`src/design/wrc_pkg.sv`:
```
// Types, constants and field layout for the weightless RAM classifier.
package wrc_pkg;

    localparam int NEURONS      = 8;
    localparam int CLASSES      = 4;
    localparam int NETWORKS     = 4;
    localparam int ADDR_ENTRIES = 8;

    localparam int SENSORS  = 3;
    localparam int THR_W    = 2;
    localparam int SENS_W   = 16;
    localparam int CFG_W    = 48;
    localparam int OP_W     = 2;
    localparam int NET_W    = 2;
    localparam int LBL_W    = 2;
    localparam int CHOSEN_W = 2;
    localparam int SCORE_W  = 4;

    localparam int ADDR_W    = $clog2(ADDR_ENTRIES);
    localparam int CLS_IDX_W = (CLASSES > 1) ? $clog2(CLASSES) : 1;
    localparam int ROWS      = NETWORKS * CLASSES;
    localparam int ROW_AW    = (ROWS > 1) ? $clog2(ROWS) : 1;
    localparam int SUM_W     = $clog2(NEURONS + 1);

    // input tdata layout, lowest field first
    localparam int NET_LSB   = 0;
    localparam int S0_LSB    = NET_LSB + NET_W;
    localparam int S1_LSB    = S0_LSB + SENS_W;
    localparam int S2_LSB    = S1_LSB + SENS_W;
    localparam int LBL_LSB   = S2_LSB + SENS_W;
    localparam int S_FIELD_W = LBL_LSB + LBL_W;
    localparam int S_TDATA_W = ((S_FIELD_W + 7) / 8) * 8;

    // output tdata layout
    localparam int CHOSEN_LSB = 0;
    localparam int SCORE_LSB  = CHOSEN_LSB + CHOSEN_W;
    localparam int M_FIELD_W  = SCORE_LSB + SCORE_W;
    localparam int M_TDATA_W  = ((M_FIELD_W + 7) / 8) * 8;

    typedef enum logic [OP_W-1:0] {
        OP_CLEAR    = 2'd0,
        OP_TRAIN    = 2'd1,
        OP_CLASSIFY = 2'd2
    } t_op;

    typedef enum logic [1:0] {
        S_IDLE,
        S_RD,
        S_ACC,
        S_DONE
    } t_state;

    typedef logic [NEURONS-1:0][ADDR_W-1:0]       t_addr_vec;
    typedef logic [NEURONS-1:0][ADDR_ENTRIES-1:0] t_row;
    typedef logic [SENSORS-1:0][SENS_W-1:0]       t_sensors;

endpackage

```
`src/design/weightless_ram_classifier.sv`:
```
// Top level of the weightless RAM classifier: sequencer and row store.
// Clear goes S_RD, S_DONE; train S_RD, S_ACC (row write), S_DONE; classify repeats
// S_RD, S_ACC for each class, then S_DONE. One item is in work at a time: the next
// input is accepted only after the result is registered. The row store has one port,
// so each class row is read, then scored. Reset (synchronous, active low) clears the
// per-row valid bits, so the store reads as zero at once; no sweep.
module weightless_ram_classifier (
    input  logic                            i_clk,
    input  logic                            i_rst_n,
    input  logic                            i_cfg_wr_en,
    input  logic [wrc_pkg::CFG_W-1:0]       i_cfg_wr_data,
    input  logic                            i_s_axis_tvalid,
    output logic                            o_s_axis_tready,
    // network_select, sensor_0, sensor_1, sensor_2, class_label, zero pad
    input  logic [wrc_pkg::S_TDATA_W-1:0]   i_s_axis_tdata,
    // opcode
    input  logic [wrc_pkg::OP_W-1:0]        i_s_axis_tuser,
    output logic                            o_m_axis_tvalid,
    input  logic                            i_m_axis_tready,
    // chosen_class, best_score, zero pad
    output logic [wrc_pkg::M_TDATA_W-1:0]   o_m_axis_tdata
);

    wrc_pkg::t_state                  r_state, n_state;
    logic [wrc_pkg::CFG_W-1:0]        r_thr;
    wrc_pkg::t_op                     r_op;
    logic [wrc_pkg::NET_W-1:0]        r_net;
    logic [wrc_pkg::LBL_W-1:0]        r_label;
    wrc_pkg::t_addr_vec               r_addr;
    logic [wrc_pkg::CLS_IDX_W-1:0]    r_cnt;
    logic [wrc_pkg::SUM_W-1:0]        r_best;
    logic [wrc_pkg::CLS_IDX_W-1:0]    r_chosen;
    logic                             r_m_valid;
    logic [wrc_pkg::CHOSEN_W-1:0]     r_m_chosen;
    logic [wrc_pkg::SCORE_W-1:0]      r_m_score;

    wrc_pkg::t_row                    mem [wrc_pkg::ROWS];
    wrc_pkg::t_row                    r_rd_data;
    logic                             r_rd_vld;
    logic [wrc_pkg::ROWS-1:0]         r_row_vld;

    wrc_pkg::t_sensors                sensors;
    wrc_pkg::t_addr_vec               addr_vec;
    logic                             s_acc;
    logic                             net_ok, lbl_ok, last_cls;
    logic                             rd_en, wr_en, clr_en, acc_en, out_load;
    logic [wrc_pkg::CLS_IDX_W-1:0]    row_cls;
    logic [wrc_pkg::ROW_AW-1:0]       row_addr;
    wrc_pkg::t_row                    cur_row, new_row;
    logic [wrc_pkg::SUM_W-1:0]        sum;

    assign sensors[0] = i_s_axis_tdata[wrc_pkg::S0_LSB +: wrc_pkg::SENS_W];
    assign sensors[1] = i_s_axis_tdata[wrc_pkg::S1_LSB +: wrc_pkg::SENS_W];
    assign sensors[2] = i_s_axis_tdata[wrc_pkg::S2_LSB +: wrc_pkg::SENS_W];

    wrc_addr u_addr (
        .i_sensors    (sensors),
        .i_thresholds (r_thr),
        .o_addr       (addr_vec)
    );

    assign o_s_axis_tready = (r_state == wrc_pkg::S_IDLE);
    assign s_acc           = i_s_axis_tvalid && o_s_axis_tready;

    assign net_ok   = int'(r_net) < wrc_pkg::NETWORKS;
    assign lbl_ok   = int'(r_label) < wrc_pkg::CLASSES;
    assign last_cls = (r_cnt == wrc_pkg::CLS_IDX_W'(wrc_pkg::CLASSES - 1));
    assign row_cls  = (r_op == wrc_pkg::OP_TRAIN) ? wrc_pkg::CLS_IDX_W'(r_label) : r_cnt;
    assign row_addr = wrc_pkg::ROW_AW'(int'(r_net) * wrc_pkg::CLASSES + int'(row_cls));

    always_comb begin
        cur_row = r_rd_vld ? r_rd_data : '0;
        new_row = cur_row;
        sum     = '0;
        for (int n = 0; n < wrc_pkg::NEURONS; n++) begin
            new_row[n][r_addr[n]] = 1'b1;
            sum = sum + wrc_pkg::SUM_W'(cur_row[n][r_addr[n]]);
        end
    end

    always_comb begin
        n_state  = r_state;
        rd_en    = 1'b0;
        wr_en    = 1'b0;
        clr_en   = 1'b0;
        acc_en   = 1'b0;
        out_load = 1'b0;
        unique case (r_state)
            wrc_pkg::S_IDLE: begin
                if (s_acc) begin
                    n_state = wrc_pkg::S_RD;
                end
            end
            wrc_pkg::S_RD: begin
                unique case (r_op)
                    wrc_pkg::OP_CLEAR: begin
                        clr_en  = net_ok;
                        n_state = wrc_pkg::S_DONE;
                    end
                    wrc_pkg::OP_TRAIN: begin
                        rd_en   = net_ok && lbl_ok;
                        n_state = (net_ok && lbl_ok) ? wrc_pkg::S_ACC : wrc_pkg::S_DONE;
                    end
                    wrc_pkg::OP_CLASSIFY: begin
                        rd_en   = net_ok;
                        n_state = net_ok ? wrc_pkg::S_ACC : wrc_pkg::S_DONE;
                    end
                    default: begin
                        n_state = wrc_pkg::S_DONE;
                    end
                endcase
            end
            wrc_pkg::S_ACC: begin
                if (r_op == wrc_pkg::OP_TRAIN) begin
                    wr_en   = 1'b1;
                    n_state = wrc_pkg::S_DONE;
                end else begin
                    acc_en  = 1'b1;
                    n_state = last_cls ? wrc_pkg::S_DONE : wrc_pkg::S_RD;
                end
            end
            wrc_pkg::S_DONE: begin
                if (!r_m_valid || i_m_axis_tready) begin
                    out_load = 1'b1;
                    n_state  = wrc_pkg::S_IDLE;
                end
            end
            default: begin
                n_state = wrc_pkg::S_IDLE;
            end
        endcase
    end

    always_ff @(posedge i_clk) begin
        if (!i_rst_n) begin
            r_state   <= wrc_pkg::S_IDLE;
            r_thr     <= '0;
            r_m_valid <= 1'b0;
            r_row_vld <= '0;
        end else begin
            r_state <= n_state;
            if (i_cfg_wr_en) begin
                r_thr <= i_cfg_wr_data;
            end
            if (out_load) begin
                r_m_valid <= 1'b1;
            end else if (i_m_axis_tready) begin
                r_m_valid <= 1'b0;
            end
            if (wr_en) begin
                r_row_vld[row_addr] <= 1'b1;
            end
            if (clr_en) begin
                for (int c = 0; c < wrc_pkg::CLASSES; c++) begin
                    r_row_vld[wrc_pkg::ROW_AW'(int'(r_net) * wrc_pkg::CLASSES + c)] <= 1'b0;
                end
            end
        end
    end

    always_ff @(posedge i_clk) begin
        if (s_acc) begin
            r_op     <= wrc_pkg::t_op'(i_s_axis_tuser);
            r_net    <= i_s_axis_tdata[wrc_pkg::NET_LSB +: wrc_pkg::NET_W];
            r_label  <= i_s_axis_tdata[wrc_pkg::LBL_LSB +: wrc_pkg::LBL_W];
            r_addr   <= addr_vec;
            r_cnt    <= '0;
            r_best   <= '0;
            r_chosen <= '0;
        end else if (acc_en) begin
            r_cnt <= r_cnt + 1'b1;
            if (sum > r_best) begin
                r_best   <= sum;
                r_chosen <= r_cnt;
            end
        end
        if (out_load) begin
            r_m_chosen <= wrc_pkg::CHOSEN_W'(r_chosen);
            r_m_score  <= wrc_pkg::SCORE_W'(r_best);
        end
    end

    // row store: one port, read data registered
    always_ff @(posedge i_clk) begin
        if (wr_en) begin
            mem[row_addr] <= new_row;
        end
        if (rd_en) begin
            r_rd_data <= mem[row_addr];
            r_rd_vld  <= r_row_vld[row_addr];
        end
    end

    assign o_m_axis_tvalid = r_m_valid;
    assign o_m_axis_tdata  = {{(wrc_pkg::M_TDATA_W - wrc_pkg::M_FIELD_W){1'b0}},
                              r_m_score, r_m_chosen};

endmodule

```
`src/design/wrc_addr.sv`:
```
// Per-neuron RAM address generation from sensor readings and thresholds.
module wrc_addr (
    input  wrc_pkg::t_sensors             i_sensors,
    input  logic [wrc_pkg::CFG_W-1:0]     i_thresholds,
    output wrc_pkg::t_addr_vec            o_addr
);

    for (genvar n = 0; n < wrc_pkg::NEURONS; n++) begin : g_neuron
        for (genvar s = 0; s < wrc_pkg::ADDR_W; s++) begin : g_bit
            localparam int POS = (n * wrc_pkg::SENSORS + s) * wrc_pkg::THR_W;
            logic [wrc_pkg::THR_W-1:0] thr;

            if (s < wrc_pkg::SENSORS && POS + wrc_pkg::THR_W <= wrc_pkg::CFG_W) begin : g_thr
                assign thr = i_thresholds[POS +: wrc_pkg::THR_W];
            end else begin : g_zero
                assign thr = '0;
            end

            if (s < wrc_pkg::SENSORS) begin : g_cmp
                assign o_addr[n][s] = $signed(i_sensors[s]) <=
                    $signed({{(wrc_pkg::SENS_W - wrc_pkg::THR_W){1'b0}}, thr});
            end else begin : g_pad
                assign o_addr[n][s] = 1'b0 & thr[0];
            end
        end
    end

endmodule

```
`config.mk`:
```
export PLATFORM = sky130hd
export DESIGN_NAME = weightless_ram_classifier
export DESIGN_NICKNAME = d
export VERILOG_FILES = /design/src/design/wrc_pkg.sv /design/src/design/weightless_ram_classifier.sv /design/src/design/wrc_addr.sv
export SDC_FILE = /design/constraint.sdc
export NUM_CORES = 1
export LEC_CHECK = 0
export BUFFER_PORTS_ARGS = -buffer_cell sky130_fd_sc_hd__clkbuf_2
export CELL_PAD_IN_SITES_DETAIL_PLACEMENT = 1
export CELL_PAD_IN_SITES_GLOBAL_PLACEMENT = 2
export CORE_ASPECT_RATIO = 2
export CORE_MARGIN = 2
export CORE_UTILIZATION = 43
export CTS_BUF_LIST = sky130_fd_sc_hd__clkbuf_16
export DETAILED_ROUTE_END_ITERATION = 7
export PLACE_DENSITY = 0.77
export SETUP_SLACK_MARGIN = 0.02
export SYNTH_ARGS = -nofsm -noshare
export SYNTH_HDL_FRONTEND = slang
export SYNTH_HIERARCHICAL = 1
export SYNTH_SLANG_ARGS = --single-unit
```
`constraint.sdc`:
```
create_clock -name i_clk -period 4.9 [get_ports i_clk]
set_input_delay 0.98 -clock i_clk [delete_from_list [all_inputs] [get_ports i_clk]]
set_output_delay 0.98 -clock i_clk [all_outputs]
set_load 0.01 [all_outputs]
```
# ---- Yosys cells after proc, flatten, opt, wreduce, memory -nomap -nowiden
# Memory sizes are Yosys's and may differ from the RTL's. A register that Yosys moved wholly into a read port is not among the register bits.
# Cells that the tools add are included.
dict set report totals {
  ff_bits 112
  mem_bits_rw 1024
  inputBits 111
  output_inout_bits 10
  wordCells 201
  n_memories 1
}
# name depth width rd rd_ports_with_merged_regs wr line_no
set mem_list {}
lappend mem_list {mem 16 64 1 1 1 weightless_ram_classifier.sv:37} ;# wrc_pkg::t_row mem [wrc_pkg::ROWS];
dict set report op_classes {
  add_sub_neg 12
  magnitude_cmp 51
  n_eq_ne 8
  mux 69
  bitwise_logic 17
  n_reduce_logical 22
}
# operator n
set op_table {}
lappend op_table {{16-bit by 3-bit less-or-equal comparator with 1-bit output} 24}
lappend op_table {{16-bit AND} 4}
lappend op_table {{64-bit two-way mux} 1}
lappend op_table {{8-bit bitwise OR} 8}
lappend op_table {{16-bit two-way mux} 3}
lappend op_table {{16-bit inverter} 3}
lappend op_table {{1-bit two-way mux} 37}
lappend op_table {{3-bit by 4-bit less-than comparator with 1-bit output, second input constant} 8}
lappend op_table {{1-bit binary-select mux with 3-bit select} 8}
lappend op_table {{1-bit demux with 3-bit select} 8}
lappend op_table {{3-bit by 1-bit >= comparator with 1-bit output, second input constant} 8}
lappend op_table {{4-bit by 6-bit less-than comparator with 1-bit output, second input constant} 4}
lappend op_table {{4-bit by 1-bit >= comparator with 1-bit output, second input constant} 5}
lappend op_table {{4-bit by 1-bit adder with 4-bit output} 4}
lappend op_table {{1-bit demux with 4-bit select} 4}
lappend op_table {{13-bit inverter with 16-bit output} 1}
lappend op_table {{16-bit bitwise OR} 1}
lappend op_table {{1-bit logical AND} 14}
lappend op_table {{2-bit two-way mux} 5}
lappend op_table {{4-bit by 2-bit adder with 4-bit output, second input constant} 2}
lappend op_table {{2-bit equality test, second input constant} 4}
lappend op_table {{2-bit one-hot mux with 4 select lines} 1}
lappend op_table {{4-bit by 5-bit less-than comparator with 1-bit output, second input constant} 1}
lappend op_table {{3-bit by 1-bit adder with 4-bit output} 1}
lappend op_table {{17 further kinds} 20}

# ---- Depth between registers and ports, before layout
# Gate-level depths: netlist of the first run.
dict set report depth {
  word_depth 15
  depth_mapped 18
  depth_no_buf 16
}

# ---- Modules after synthesis
# The synthesis of the first run kept the hierarchy.
# module n_inst cells_each area_per_inst_um2 seq_area_each_um2
set modules_own_cells {}
lappend modules_own_cells {weightless_ram_classifier 1 2584 46330.7 35283.8}
lappend modules_own_cells {wrc_addr 1 192 1393.8 0.0}

# ---- Worst setup path before layout of the first run
# No wires, ideal clock.
dict set report synth_path {
  path_kind {flip-flop to flip-flop}
  start {reg r_op[0]}
  end {mem mem[10][0] (netlist bit), enable pin}
  setup_time_ns 0.488
  arrival_ns 4.329
  required_time_ns 4.412
  setup_slack_ns 0.083
  stages_incl_launch_ff 10
  path_buffers 5
  synth_period_minus_slack_ns 4.817
  path_cell_list {edfxtp_1 -> ha_1 -> buf_6 -> mux2_4 -> buf_6 -> buf_6 -> buf_6 -> buf_6 -> nand2_1 -> nor2_1}
}
dict set report synth_between {
  elab_chain_len 5
  elab_cells_between_ends 7
  classes_between {1 x add/sub; 1 x eq/ne; 5 x mux}
}
# element line_no
set synth_rtl {}
lappend synth_rtl {{from (decl)} weightless_ram_classifier.sv:26} ;# wrc_pkg::t_op r_op;
lappend synth_rtl {{from (signal assigned)} weightless_ram_classifier.sv:163} ;# r_op <= wrc_pkg::t_op'(i_s_axis_tuser);
lappend synth_rtl {{2-bit by 1-bit equality test with 1-bit output *} {weightless_ram_classifier.sv:68, weightless_ram_classifier.sv:114}}
lappend synth_rtl {{branches (longest 4 deep; another with 4-bit by 2-bit adder with 4-bit output)} n/a}
lappend synth_rtl {{to (decl)} weightless_ram_classifier.sv:37}
# Mark *: on every way between the ends.

# ---- Worst setup path after layout of the first run
dict set report layout_path {
  start {reg r_addr[3] (netlist bit)}
  end {reg r_chosen[0] (netlist bit)}
}
dict set report layout_between {
  elab_chain_len 11
}
# element line_no
set layout_rtl {}
lappend layout_rtl {{from (decl)} weightless_ram_classifier.sv:29} ;# wrc_pkg::t_addr_vec r_addr;
lappend layout_rtl {{from (signal assigned)} weightless_ram_classifier.sv:166} ;# r_addr <= addr_vec;
lappend layout_rtl {{1-bit binary-select mux with 3-bit select} weightless_ram_classifier.sv:77} ;# sum = sum + wrc_pkg::SUM_W'(cur_row[n][r_addr[n]]);
lappend layout_rtl {{1-bit two-way mux (implied by the code)} weightless_ram_classifier.sv:77}
lappend layout_rtl {{1-bit by 1-bit adder with 2-bit output} weightless_ram_classifier.sv:77}
lappend layout_rtl {{2-bit by 1-bit adder with 3-bit output} weightless_ram_classifier.sv:77}
lappend layout_rtl {{3-bit by 1-bit adder with 4-bit output} weightless_ram_classifier.sv:77}
lappend layout_rtl {{4-bit by 1-bit adder with 4-bit output (4 in series)} weightless_ram_classifier.sv:77}
lappend layout_rtl {{named net sum, one bit} weightless_ram_classifier.sv:50} ;# logic [wrc_pkg::SUM_W-1:0] sum;
lappend layout_rtl {{4-bit > comparator} weightless_ram_classifier.sv:172} ;# if (sum > r_best) begin
lappend layout_rtl {{2-bit AND reduction (no line)} n/a}
lappend layout_rtl {{to (signal assigned)} weightless_ram_classifier.sv:174} ;# r_chosen <= r_cnt;
lappend layout_rtl {{to (decl)} weightless_ram_classifier.sv:32} ;# logic [wrc_pkg::CLS_IDX_W-1:0] r_chosen;
# The timed path passes the listed nets, and every way through them passes these cells. The select of a mux whose other input is x is not followed.
# A chain may end at the register's enable or synchronous reset.

==> impl_metrics.json, run 1 <==
{
  "wl_um": 130000,
  "grt_pass1_wl_um": 190000,
  "place_ws_ps": -342,
  "cts_tree": "yes",
  "h-tree-depth": 3,
  "period_share_pct": 97.0,
  "dr.pass1.iters": 5,
  "async_reset_ff_share_pct": 0,
  "ys.flop_type": "edfxtp_1",
  "layout.cells.non_filler": 4546,
  "initial_utilization_pct": 43.4,
  "ios": 121,
  "slowest_stage": "mux4_2",
  "switching_share_pct": 23.6,
  "finalWorstSetupSlack_ps": 148,
  "clock-sinks": 1200,
  "yosysMostFrequentCell": "edfxtp_1",
  "grt_antenna_before_repair": 3,
  "die_area_um2": 114000,
  "cp_cell_sequence": "mux4_2 > nand2_2 > nand2_4 > nand2_4 > fa_2 > fa_1 > fa_1 > inv_2 > ha_4 > fa_2 > xor2_2 > ha_1 > and4b_1 > a211o_1 > nand3_1 > a21oi_1",
  "clk_path_buf_depth": 3,
  "core_um2": 110000,
  "postSynthAreaPerCell_um2": 17.2,
  "fmax_mhz": 210,
  "min_path_type": "in2reg",
  "fp.dieH_um": 475,
  "synth_cells": 2776,
  "cap_violations": 0,
  "seqPwrFrac_pct": 53.8,
  "ir_drop_mv": 0.339,
  "total_power_mw": 21.4,
  "place_congestion": 0.814,
  "drt_iter0_drc": 1791,
  "fin_area_um2": 54300,
  "setup_viol": 0,
  "reg2regPathDepth": 16,
  "path_max_fanout": 6,
  "first_global_vias": 28600,
  "tns_ps": 0,
  "cts_made_buffers": 97,
  "hold_viol": 0,
  "min_from": "i_s_axis_tdata[51]",
  "p_int_mw": 16.4,
  "worstPathRequired_ps": 5470,
  "whs_ps": 435,
  "p_leak_nw": 18.1,
  "synth_edf_count": 1125,
  "routed-via-count": 26200,
  "powerDensity_nw_per_um2": 395,
  "cts.clk_slew.worst_paths_ps": 70,
  "worstSetupPathDepth": 16,
  "worst_pin_slew_ps": 1220,
  "criticalPathCategory": "reg2reg",
  "grt_overflow": 0,
  "fp-row-count": 172,
  "p_comb_share_pct": 9.3,
  "cp-end-kind": "flip-flop",
  "fp.dieW_um": 240,
  "synth.area.top_cells": "edfxtp_1 71%, mux2i_1 12%, o22ai_1 3.4%, dfxtp_1 3.1%, ha_1 1.5%",
  "area_delta_synth_final_pct": 13.8,
  "seq_area_frac_synth_pct": 73.9,
  "drc": 0,
  "placed_area_um2": 51000,
  "min_to": "r_label[1]$_DFFE_PP_",
  "avgViaCountPerCell": 5.77,
  "status": "complete, no violations",
  "start_kind": "flip-flop",
  "fin_util_pct": 49.4,
  "synth_area_leader_cell": "edfxtp_1",
  "r2r_start": "r_addr[3]$_DFFE_PP_",
  "arrival_ps": 5320,
  "switchingPower_mw": 5.07,
  "fillers": 10400,
  "rrSetupSlack_ps": 150,
  "max_stage_delay_ps": 560,
  "rsz0062_at_grt": "yes",
  "startpoint": "r_addr[3]$_DFFE_PP_",
  "wl_per_cell_um": 28.6,
  "drive_gt1_share_pct": 15.5,
  "critPathTopFamily": "adder cells",
  "synth_top_area_share_pct": 70.8,
  "yosysUniqueCellTypes": 45,
  "fin_skew_ps": 25.0,
  "holdBufCountCts": 0,
  "syn-cell-area_um2": 47700,
  "dpl.hpwl_um": 79700,
  "nets": 3156,
  "period_needed_ps": 4750,
  "yosys_warnings": 6,
  "ys_ff_latch": 1200,
  "ys_top_cells_by_count": "1125 x edfxtp_1, 572 x mux2i_1, 260 x o22ai_1",
  "r2r_end": "r_chosen[0]$_SDFFE_PP0P_",
  "port_buffers": 114,
  "clock_latency_ps": 720,
  "slew-limit-headroom_pct": 18.4,
  "dp_cells": 4360,
  "grt_max_degree": 74,
  "min_path_cells": 1,
  "final_antenna_net_count": 0,
  "drv_slew": 0,
  "clockRootBuffer": "clkbuf_16",
  "crit_buf_inv": 1,
  "p_clk_share_pct": 36.8,
  "grt_use_total_pct": 23.1
}
-- cells in the final DEF, fill, tap and decap left out, types with 4 or more instances in the layout --
master,Yosys,layout
dfxtp_1,75,75
o22ai_1,260,260
nor4_1,8,8
buf_12,0,33
o31ai_2,0,4
clkinvlp_4,0,4
o31ai_1,30,26
o21a_1,16,16
ha_1,58,57
o21ai_1,0,5
nor2_4,0,16
o21ai_0,30,24
nand3_1,9,7
nand2_1,94,80
clkbuf_16,0,99
a21o_1,25,25
buf_4,12,121
nor2_1,26,10
nand2_4,0,9
nor2b_1,77,77
clkinv_1,0,13
clkinv_2,0,19
inv_1,55,82
mux2i_1,572,572
mux4_2,16,16
a32o_1,32,32
edfxtp_1,1125,1125
clkbuf_2,0,114
nand2_2,0,5
bufinv_16,0,9
a21oi_1,8,7
or4_1,65,65
-- how the worst max path moves through the flow --
stage | endpoint | slack (ps)
global placement | r_best[1]$_SDFFE_PP0P_ | -350
floorplan | mem[10][0]$_DFFE_PP_ | 80
global route | r_best[0]$_SDFFE_PP0P_ | -8
detailed placement | r_best[1]$_SDFFE_PP0P_ | -340
finish | r_chosen[0]$_SDFFE_PP0P_ | 150
CTS | r_best[3]$_SDFFE_PP0P_ | 80
-- cells by family (layout without fill, tap and decap cells) --
| group | Yosys count | after routing | synth area share, % |
|---|---|---|---|
| AO/OA/AOI/OAI | 409 | 409 | 5.73 |
| XOR/XNOR | 2 | 2 | 0.0367 |
| adder cells (fa/ha/maj) | 62 | 62 | 1.69 |
| buffers and inverters | 216 | 505 | 2.32 |
| flip-flops | 1200 | 1200 | 73.9 |
| multiplexers | 592 | 592 | 12.9 |
| other | 1 | 3 | 0.00786 |
| AND/OR/NAND/NOR | 294 | 294 | 3.43 |
-- flip-flops by register name (all words and copies together), names as in the netlist --
name             count
r_op                 2
o_m_axis_tvalid      1
r_addr              24
r_m_score            4
r_rd_data           64
r_label              2
r_best               4
r_rd_vld             1
r_state              2
r_thr               48
r_cnt                2
r_chosen             2
r_m_chosen           2
mem               1024
r_row_vld           16
r_net                2
-- what timing repair did --
item	in CTS	in global routing
pin swaps	15	10
endpoints found under the setup margin	6	6
buffers inserted	0	3
gates resized for setup	14	11
-- power groups by stage --
stage / Sequential [mW] / Clock [mW] / Combinational, mW
final: 11.5 / 7.90 / 2.00
after global routing: 11.5 / 8.34 / 2.15
after CTS: 11.5 / 8.00 / 2.00
after detailed placement: 11.8 / 0 / 1.97
after global placement: 11.8 / 0 / 1.90
after floorplan: 11.7 / 0 / 1.28
-- layout make-up --
cell class / count / area, um2 / share of cell area [%]
diodes: 1 / 2.50 / 0.00461
clock buffers: 99 / 2480 / 4.56
clock inverters: 83 / 706 / 1.30
inverters: 55 / 206 / 0.380
multi-input cells: 1361 / 11600 / 21.4
flip-flops and latches: 1200 / 35300 / 65.0
well taps: 1479 / 1850 / 3.41
repair buffers: 268 / 2140 / 3.94
-- routing by layer --
metal | vias to the layer above | wire length, um | share of wire (%) | GRT usage (%)
met1 | 13700 | 46800 | 36 | 25.5
met4 | 2 | 5150 | 4.0 | 9.15
met2 | 782 | 72600 | 56 | 44.9
met3 | 252 | 5320 | 4.1 | 2.41
li1 | 11400 | - | - | -
met5 | - | 13 | 0.010 | 0
Note: power is estimated with default switching activity, not from simulation.
==> run 2: changes to the inputs <==
--- a/config.mk
+++ b/config.mk
@@ -12,10 +12,11 @@
 export CORE_MARGIN = 2
 export CORE_UTILIZATION = 43
 export CTS_BUF_LIST = sky130_fd_sc_hd__clkbuf_16
+export CTS_CLUSTER_DIAMETER = 60
 export DETAILED_ROUTE_END_ITERATION = 7
-export PLACE_DENSITY = 0.77
+export PLACE_DENSITY = 0.76
 export SETUP_SLACK_MARGIN = 0.02
+export SKIP_LAST_GASP = 1
 export SYNTH_ARGS = -nofsm -noshare
 export SYNTH_HDL_FRONTEND = slang
-export SYNTH_HIERARCHICAL = 1
 export SYNTH_SLANG_ARGS = --single-unit
==> run 2 against run 1 <==
Net effect:
- die area decreased by 0.36%
- cell count decreased by 3.1%
- largest power group unchanged
- critical path type unchanged
- combinational power rose by 7%
- fmax is 2.7% lower
==> impl_metrics.json, run 2 <==
{
  "wl_per_cell_um": 28.8,
  "start_kind": "flip-flop",
  "cts.clk_slew.worst_paths_ps": 70,
  "port_buffers": 114,
  "ys_ff_latch": 1200,
  "fin_skew_ps": 29.2,
  "cp_cell_sequence": "mux4_2 > mux2i_4 > nor2b_2 > fa_2 > fa_1 > fa_1 > ha_2 > fa_2 > xor2_2 > ha_1 > nand4_1 > nand2_1 > a21oi_2 > buf_6 > mux2i_2 > nor2_1",
  "cts_made_buffers": 96,
  "regArea_um2": 35300,
  "slew-limit-headroom_pct": 16.4,
  "grt_use_total_pct": 22.5,
  "placed_area_um2": 50500,
  "ir_drop_mv": 0.361,
  "ys_top_cells_by_count": "1125 x edfxtp_1, 580 x mux2i_1, 260 x o22ai_1",
  "switchingPower_mw": 5.18,
  "seq_area_frac_synth_pct": 74.2,
  "hold_viol": 0,
  "h-tree-depth": 3,
  "p_int_mw": 16.7,
  "status": "complete, no violations",
  "period_needed_ps": 4890,
  "yosys.area_share.simple_pct": 3.29,
  "fp-row-count": 172,
  "nets": 3102,
  "multiInputGateArea_um2": 11600,
  "synth.area.mux_share_pct": 13.0,
  "place_congestion": 0.789,
  "clk_path_buf_depth": 3,
  "synth.area.top_cells": "edfxtp_1 71%, mux2i_1 12%, o22ai_1 3.4%, dfxtp_1 3.2%, ha_1 1.5%",
  "layout_common_cells": "1125 x edfxtp_1, 578 x mux2i_1, 260 x o22ai_1",
  "ios": 121,
  "synth_cells": 2753,
  "criticalPathCategory": "reg2reg",
  "dpl.hpwl_um": 72100,
  "reg2regPathDepth": 16,
  "top_regs": "mem (1024), r_rd_data (64), r_thr (48)",
  "holdBufCountCts": 0,
  "synth-adder-area-share_pct": 1.69,
  "clock-sinks": 1200,
  "fillers": 10400,
  "initial_utilization_pct": 43.3,
  "cap_violations": 0,
  "yosysUniqueCellTypes": 40,
  "clockRootBuffer": "clkbuf_16",
  "wl_um": 127000,
  "first_global_vias": 28100,
  "tns_ps": 0,
  "routed-via-count": 26100,
  "die_area_um2": 113000,
  "area_delta_synth_final_pct": 13.3,
  "drive_gt1_share_pct": 14.8,
  "cp-end-kind": "flip-flop",
  "layout_commonest_cell": "edfxtp_1",
  "arrival_ps": 5480,
  "seqPwrFrac_pct": 52.9,
  "synth_top_family_by_area": "multiplexers",
  "total_power_mw": 21.9,
  "setup_viol": 0,
  "grt_max_degree": 68,
  "cts_tree": "yes",
  "powerDensity_nw_per_um2": 407,
  "fin_area_um2": 53900,
  "dr.pass1.iters": 7,
  "drv_slew": 0,
  "p_clk_share_pct": 37.3,
  "yosys_warnings": 0,
  "synth_edf_count": 1125,
  "path_max_fanout": 4,
  "largest_register_ffs": 1024,
  "avgViaCountPerCell": 5.92,
  "regMostFlops": "mem",
  "finalWorstSetupSlack_ps": 14.4,
  "final_antenna_net_count": 0,
  "rsz0062_at_grt": "yes",
  "worstPathRequired_ps": 5490,
  "drt_iter0_drc": 2032,
  "grt_antenna_before_repair": 5,
  "p_comb_share_pct": 9.8,
  "switching_share_pct": 23.7,
  "max_stage_delay_ps": 580,
  "async_reset_ff_share_pct": 0,
  "synth_area_leader_cell": "edfxtp_1",
  "worst_pin_slew_ps": 1250,
  "synth_xor_xnor_area_share_pct": 0.0368,
  "min_path_type": "in2reg",
  "clock_latency_ps": 720,
  "postSynthAreaPerCell_um2": 17.3,
  "drc": 0,
  "place_ws_ps": -456,
  "core_um2": 110000,
  "grt_pass1_wl_um": 185000,
  "p_leak_nw": 17.8,
  "fmax_mhz": 205,
  "yosysMostFrequentCell": "edfxtp_1",
  "fp.dieH_um": 474,
  "synth-compound-area-share_pct": 5.71,
  "fp.dieW_um": 239,
  "synth_top_area_share_pct": 71.0,
  "ys.flop_type": "edfxtp_1",
  "grt_overflow": 0,
  "min_path_cells": 1,
  "slowest_stage": "fa_1",
  "syn-cell-area_um2": 47600,
  "period_share_pct": 99.7,
  "whs_ps": 433
}
[run 2: changes by cell type after synthesis, sizes merged, moves of 4 or more]
cell,before,now
mux2i,572,580
nand2,94,84
a21boi,2,7
nor2,26,30
clkbuf,74,78
buf,87,77
nand3,9,3
a21oi,8,4
inv,55,50
o21ai,30,25
[run 2: cells by family (layout without fill, tap and decap cells)]
| kind of cell | Yosys count | after routing |
|---|---|---|
| other | 1 | 5 |
| xor gates and xnor gates | 2 | 2 |
| and+or+nand+nor | 282 | 282 |
| buffers and inverters | 205 | 461 |
| DFF | 1200 | 1200 |
| adders and majority gates | 62 | 62 |
| AOI/OAI and AO/OA | 403 | 403 |
| muxes | 598 | 598 |
[run 2: per-stage QoR]
stage / cells / util [%]
floorplan: 2754 / -
global placement: 4219 / 46.0
detailed placement: 4219 / 46.0
CTS: 4399 / 49.0
global route: 4403 / 49.1
finish: 4405 / 49.1
[run 2: what timing repair did]
action | CTS | global route
setup endpoints to repair | 6 | 6
gates resized for setup | 16 | 3
pin swaps | 11 | 3
setup buffers | 2 | 3
[run 2: path summary, 6_finish.rpt]
path	startpoint	end	slack [ps]
max	r_addr[0]$_DFFE_PP_	r_best[0]$_SDFFE_PP0P_	10
min	i_s_axis_tuser[1]	r_op[1]$_DFFE_PP_	430
max reg2reg	r_addr[0]$_DFFE_PP_	r_best[0]$_SDFFE_PP0P_	10
min reg2reg	r_row_vld[7]$_SDFF_PN0_	r_row_vld[7]$_SDFF_PN0_	470
[run 2: cell type report]
cell class / count / share of cell area, %
Antenna cell: 3 / 0.0139
Clock buffer: 96 / 4.46
Clock inverter: 83 / 1.65
Inverter: 50 / 0.348
Multi-Input combinational cell: 1349 / 21.6
Sequential cell: 1200 / 65.5
Tap cell: 1392 / 3.23
Timing Repair Buffer: 232 / 3.22
[run 2: layer usage]
layer	vias up	track usage, %	part of all wire (%)
li1	11300	-	-
met1	13700	26.2	38
met2	831	42.1	55
met3	234	2.75	4.6
met4	0	7.95	3.2
met5	-	0	0
[run 2: power by group through the flow]
| stage | Combinational, mW | Clock [mW] | Sequential (mW) |
|---|---|---|---|
| 2_1_floorplan | 1.37 | 0 | 11.8 |
| 3_3_place_gp | 2.03 | 0 | 11.8 |
| 3_5_place_dp | 2.10 | 0 | 11.8 |
| 4_1_cts | 2.15 | 8.30 | 11.6 |
| 5_1_grt | 2.29 | 8.63 | 11.6 |
| 6_report | 2.14 | 8.16 | 11.6 |
[run 2: worst max-delay path: cells and delay by family, from the launching register on]
kind | cells | cell delay, ps
adder cells (fa/ha/maj) | 6 | 2480
multiplexers | 3 | 970
flip-flops | 1 | 430
AND/OR/NAND/NOR | 4 | 330
AO/OA/AOI/OAI | 1 | 230
XOR/XNOR | 1 | 170
buffers and inverters | 1 | 160
